[src/hw/rtl/fifo_block_cache_assert.svh]
// ----------------------------------------------------------------------------
// fifo_block_cache_assert.svh
// Assertion macros shared by the block cache RTL.
// ----------------------------------------------------------------------------
`ifndef FIFO_BLOCK_CACHE_ASSERT_SVH
`define FIFO_BLOCK_CACHE_ASSERT_SVH

// Same-cycle implication, disabled while reset is high.
`define FBC_ASSERT_NOW(label, clk, rst, ante, cons) \
   label: assert property (@(posedge clk) disable iff (rst) (ante) |-> (cons)) \
      else $error("fifo_block_cache assertion failed");

// Next-cycle implication, disabled while reset is high.
`define FBC_ASSERT_NEXT(label, clk, rst, ante, cons) \
   label: assert property (@(posedge clk) disable iff (rst) (ante) |=> (cons)) \
      else $error("fifo_block_cache assertion failed");

`endif

[src/hw/rtl/fbc_pkg.sv]
// ----------------------------------------------------------------------------
// fbc_pkg
// Types and constants of the fully associative FIFO block cache.
// ----------------------------------------------------------------------------
package fbc_pkg;

   localparam int MAX_ENTRIES     = 64;
   localparam int BLOCK_WORDS     = 32;
   localparam int DISK_COUNT      = 16;
   localparam int BLOCKS_PER_DISK = 256;
   localparam int MIN_ENTRIES     = 2;

   localparam int DISK_W      = 5;
   localparam int BLK_W       = 9;
   localparam int KEY_W       = DISK_W + BLK_W;
   localparam int WORD_W      = 64;
   localparam int CNT32_W     = 32;
   localparam int ENTRY_CFG_W = 7;

   localparam int SLOT_W    = (MAX_ENTRIES > 1) ? $clog2(MAX_ENTRIES) : 1;
   localparam int CNT_W     = $clog2(MAX_ENTRIES + 1);
   localparam int WIDX_W    = (BLOCK_WORDS > 1) ? $clog2(BLOCK_WORDS) : 1;
   localparam int RUN_W     = $clog2(BLOCK_WORDS + 1);
   localparam int MEM_DEPTH = MAX_ENTRIES * BLOCK_WORDS;
   localparam int ADDR_W    = (MEM_DEPTH > 1) ? $clog2(MEM_DEPTH) : 1;

   localparam logic [ENTRY_CFG_W-1:0] ENTRIES_RESET = 7'd64;

   typedef enum logic [1:0] {
      OP_LOOKUP = 2'd0,
      OP_INSERT = 2'd1,
      OP_UPDATE = 2'd2,
      OP_NONE   = 2'd3
   } op_type;

   typedef enum logic [2:0] {
      ST_OK      = 3'd0,
      ST_MISS    = 3'd1,
      ST_PRESENT = 3'd2,
      ST_RANGE   = 3'd3,
      ST_ABSENT  = 3'd4
   } status_type;

   typedef enum logic [1:0] {
      S_IDLE,
      S_SEARCH,
      S_READ_ADDR,
      S_READ_DATA
   } state_type;

   typedef struct packed {
      op_type              opcode;
      logic [DISK_W-1:0]   disk_number;
      logic [BLK_W-1:0]    block_number;
      logic [WORD_W-1:0]   data_word;
      logic                word_last;
   } req_type;

   typedef struct packed {
      status_type          status;
      logic [WORD_W-1:0]   read_word;
      logic                result_last;
      logic [CNT32_W-1:0]  hit_total;
      logic [CNT32_W-1:0]  query_total;
      logic                cache_on;
   } rsp_type;

   // Search token that walks the tag chain, one cell per cycle.
   typedef struct packed {
      logic              valid;
      logic [KEY_W-1:0]  key;
      logic              hit;
      logic [SLOT_W-1:0] slot;
   } token_type;

endpackage

[src/hw/rtl/fbc_tag_cell.sv]
// ----------------------------------------------------------------------------
// fbc_tag_cell
// One tag entry: valid bit and key, compares the passing search token.
// ----------------------------------------------------------------------------
module fbc_tag_cell (
   input  logic                     clock,
   input  logic                     reset,
   input  logic [fbc_pkg::SLOT_W-1:0] cell_index,
   input  logic [fbc_pkg::CNT_W-1:0]  live,
   input  fbc_pkg::token_type       tok_in,
   output fbc_pkg::token_type       tok_out,
   input  logic                     wr_en,
   input  logic [fbc_pkg::KEY_W-1:0]  wr_key
);
   import fbc_pkg::*;

   logic              valid_ff;
   logic [KEY_W-1:0]  key_ff;
   token_type         tok_ff;
   token_type         tok_in_q;
   logic              match;

   // lowest matching index wins: a token that already hit passes through
   assign match = valid_ff && (key_ff == tok_in.key) && (CNT_W'(cell_index) < live);

   always_comb begin
      tok_in_q       = tok_in;
      tok_in_q.hit   = tok_in.hit | match;
      tok_in_q.slot  = tok_in.hit ? tok_in.slot : cell_index;
   end

   always_ff @(posedge clock) begin
      if (reset) begin
         tok_ff.valid <= 1'b0;
      end else begin
         tok_ff <= tok_in_q;
      end
   end

   always_ff @(posedge clock) begin
      if (reset) begin
         valid_ff <= 1'b0;
      end else if (wr_en) begin
         valid_ff <= 1'b1;
      end
   end

   always_ff @(posedge clock) begin
      if (wr_en) begin
         key_ff <= wr_key;
      end
   end

   assign tok_out = tok_ff;

endmodule

[src/hw/rtl/fbc_tag_chain.sv]
// ----------------------------------------------------------------------------
// fbc_tag_chain
// Row of tag cells; the search token shifts through one cell a cycle.
// ----------------------------------------------------------------------------
module fbc_tag_chain (
   input  logic                          clock,
   input  logic                          reset,
   input  logic [fbc_pkg::CNT_W-1:0]       live,
   input  fbc_pkg::token_type            tok_in,
   output fbc_pkg::token_type            tok_out,
   input  logic [fbc_pkg::MAX_ENTRIES-1:0] wr_sel,
   input  logic [fbc_pkg::KEY_W-1:0]       wr_key
);
   import fbc_pkg::*;

   token_type link [MAX_ENTRIES+1];

   assign link[0] = tok_in;

   for (genvar i = 0; i < MAX_ENTRIES; i++) begin : g_cell
      fbc_tag_cell u_cell (
         .clock      (clock),
         .reset      (reset),
         .cell_index (SLOT_W'(i)),
         .live       (live),
         .tok_in     (link[i]),
         .tok_out    (link[i+1]),
         .wr_en      (wr_sel[i]),
         .wr_key     (wr_key)
      );
   end

   assign tok_out = link[MAX_ENTRIES];

endmodule

[config.mk]
export PLATFORM = sky130hd
export DESIGN_NAME = fbc_tag_chain
export DESIGN_NICKNAME = d
export VERILOG_FILES = /design/src/hw/rtl/fifo_block_cache_assert.svh /design/src/hw/rtl/fbc_pkg.sv /design/src/hw/rtl/fbc_tag_cell.sv /design/src/hw/rtl/fbc_tag_chain.sv
export SDC_FILE = /design/constraint.sdc
export NUM_CORES = 2
export LEC_CHECK = 0
export BUFFER_PORTS_ARGS = -buffer_cell sky130_fd_sc_hd__buf_2
export CAP_MARGIN = 20
export CELL_PAD_IN_SITES_DETAIL_PLACEMENT = 1
export CELL_PAD_IN_SITES_GLOBAL_PLACEMENT = 2
export CORE_MARGIN = 2
export CORE_UTILIZATION = 51
export CTS_BUF_LIST = sky130_fd_sc_hd__clkbuf_4 sky130_fd_sc_hd__clkbuf_8
export CTS_CLUSTER_SIZE = 20
export DETAILED_ROUTE_END_ITERATION = 8
export PLACE_DENSITY_LB_ADDON = 0.1
export SYNTH_ARGS = -nofsm -noshare
export SYNTH_HDL_FRONTEND = slang
export SYNTH_SLANG_ARGS = --single-unit
[constraint.sdc]
create_clock -name clock -period 37 [get_ports clock]
set_clock_uncertainty 0.1 [all_clocks]
set_input_delay 1.85 -clock clock [delete_from_list [all_inputs] [get_ports clock]]
set_output_delay 1.85 -clock clock [all_outputs]
set_load 0.01 [all_outputs]
==> impl_metrics.ini <==
[cells_and_area]
nNetsFinal = 4929
syn2layout_area_growth_pct = 13.6
fin_area_mm2 = 0.0953
drive_above_1_share_pct = 16.0

[cts]
cts_hold_buf = 0
cts_setup_buffers = 0
cts-buffers-inserted = 388
cts_tree = built
htreeDepth = 5
clk_pin_slew_ns = 0.06
clockBufferDepth = 4
clkSinkCount = 2368
root_buffer = clkbuf_8
post_cts_resized = 0
insertion_delay_ns = 1.04

[routing]
firstDrtPassIters = 5
drt-total-wl_um = 181000
ant_nets = 0
drc_errors = 0
vias = 38500
drtIter0Drc = 3317
routedWlPerCell_um = 24.8
via_per_inst = 5.27

[pwr]
power.density_mw_per_mm2 = 60.2
ir_drop_v = 0.0000442
leakage_nw = 31.8

[grt]
antenna_found_initial = 31
grt_max_degree = 180
grt_pass1_vias = 41300
grt_pass1_wl_um = 268000
gr-total-overflow = 0
grt_util_all_layers_pct = 21.8

[placement]
hpwl_um = 108000
gp_congestion = 0.772
portBuffers = 130
placed_area_mm2 = 0.0876

[run_status]
status = complete, no violations

[timing]
slew_headroom_pct = 24.3
fin_tns_setup_ns = 0
finalHoldViolations = 0
period_minus_slack_ns = 6.93
fmax_mhz = 144
rsz0062_at_grt = false
final-setup-viol-count = 0
worstMarginPinSlew_ns = 1.14
period_share_pct = 18.7
finalMaxSlewViolations = 0

[job]
maxCapViolCount = 0

[die]
die-width_um = 410
fp.dieH_um = 410
num_rows = 148
initial_core_util_pct = 51.4
core-area_mm2 = 0.163
dieArea_mm2 = 0.168
ioPinCount = 131

[yosys]
synthTopCellsByArea = edfxtp_1 (80%), xnor2_1 (7.9%), dfxtp_1 (3.1%), xor2_1 (1.5%), nand2b_1 (1.4%)
postSynthAreaPerCell_um2 = 19.6
synth.top_cells.by_count = edfxtp_1 (2240), xnor2_1 (753), nand2b_1 (193)
synthesis.nets = 4391
synth_top_area_cell = edfxtp_1
yosysMostFrequentCell = edfxtp_1
syn_area_mm2 = 0.0839
ys_ff_latch = 2368
synth-edff-count = 2240
async_flop_share_pct = 0
netlist.area_leader.share_pct = 80.2
postSynthCellCount = 4282
synthDistinctLibCells = 37
synth-seq-area-share_pct = 83.2
ys_warn_count = 0
synth_ff_type = edfxtp_1

[critical_path]
cp.required_ns = 37.52
cp-start-kind = input pin
crit_fanout = 164
worstPathArrival_ns = 7.45
path_class = input pin to register
worst_setup_path_end_kind = register

[worst_hold_path]
hold_class = register to register
[logic make-up after synthesis]
| family | share of synthesized area (%) |
|---|---|
| buf+inv | 0.136 |
| flops | 83.2 |
| simple gates | 6.03 |
| xor+xnor | 9.35 |
| compound gates | 1.25 |
[final timing paths]
check / from / to / slack [ns] / cells past startpoint
worst max-delay path: reset / g_cell[20].u_cell.tok_out[9]$_DFFE_PN_ / 30.07 / 7
worst max register to register: g_cell[39].u_cell.tok_out[12]$_DFFE_PN_ / g_cell[40].u_cell.tok_out[6]$_DFFE_PN_ / 35.06 / 4
worst min-delay path: g_cell[44].u_cell.tok_out[21]$_SDFF_PP0_ / g_cell[45].u_cell.tok_out[21]$_SDFF_PP0_ / 0.33 / 1
worst min register to register: g_cell[44].u_cell.tok_out[21]$_SDFF_PP0_ / g_cell[45].u_cell.tok_out[21]$_SDFF_PP0_ / 0.33 / 1
[report_power, final]
group | internal (mW) | leakage [nW] | switching [mW]
Clock | 1.25 | 4.14 | 1.00
Combinational | 0.104 | 4.84 | 0.156
Sequential | 3.13 | 22.8 | 0.0976
Total | 4.48 | 31.8 | 1.26
[cell usage in the layout (no fill, tap or decap), drive strengths merged]
cell type	count
edfxtp	2240
xnor2	753
clkbuf	591
nand2b	193
and2	192
nand4	171
buf	167
nor2	147
xor2	143
dfxtp	128
clkinv	100
nor2b	64
nor3	53
a41o	48
a211oi	26
nor4	23
nand3	20
a2111oi	14
a21oi	10
a21o	8
a31o	8
o21ai	7
diode	6
nand2	5
inv	5
nor3b	4
o21a	2
bufinv	2
clkinvlp	2
or2	1
[metrics by stage]
step,hold slack [ns],total power [mW],util [%],instances,setup slack (ns)
6_report,0.334,5.73,58.4,7308,30.07
5_1_grt,0.348,5.95,58.4,7305,29.66
4_1_cts,0.333,5.81,58.4,7300,30.10
3_5_place_dp,0.324,3.54,53.7,6603,28.93
3_3_place_gp,0.317,3.53,53.7,6603,29.12
2_1_floorplan,0.314,3.48,-,4282,7.25
[flip-flops by register name, indices dropped and copies added, names as in the netlist]
signal	cells
g_cell.u_cell.tok_out	1408
g_cell.u_cell.valid_ff	64
g_cell.u_cell.key_ff	896
[layer usage]
layer	vias up	track usage [%]	wire length, um
met5	-	0	57
met4	10	7.27	4960
met3	353	4.52	10800
met2	1105	35.9	89500
met1	19800	29.2	75800
li1	17300	-	-
[cell type report]
type                            instances  area (um2)
Clock buffer                          591        7200
Antenna cell                            6        15.0
Tap cell                             2175        2720
Timing Repair Buffer                  167        1040
Sequential cell                      2368       69800
Multi-Input combinational cell       1892       14000
Inverter                                3        18.8
Clock inverter                        106         517
Fill cell                           14100       67800
[critical path, cell delays in order]
cell and delay, ns:
buf_6 0.18, inv_8 0.69, buf_4 0.81, buf_4 0.86
buf_4 0.92, buf_12 0.70, buf_4 0.97
No activity file was read; power rests on OpenSTA's default activity.
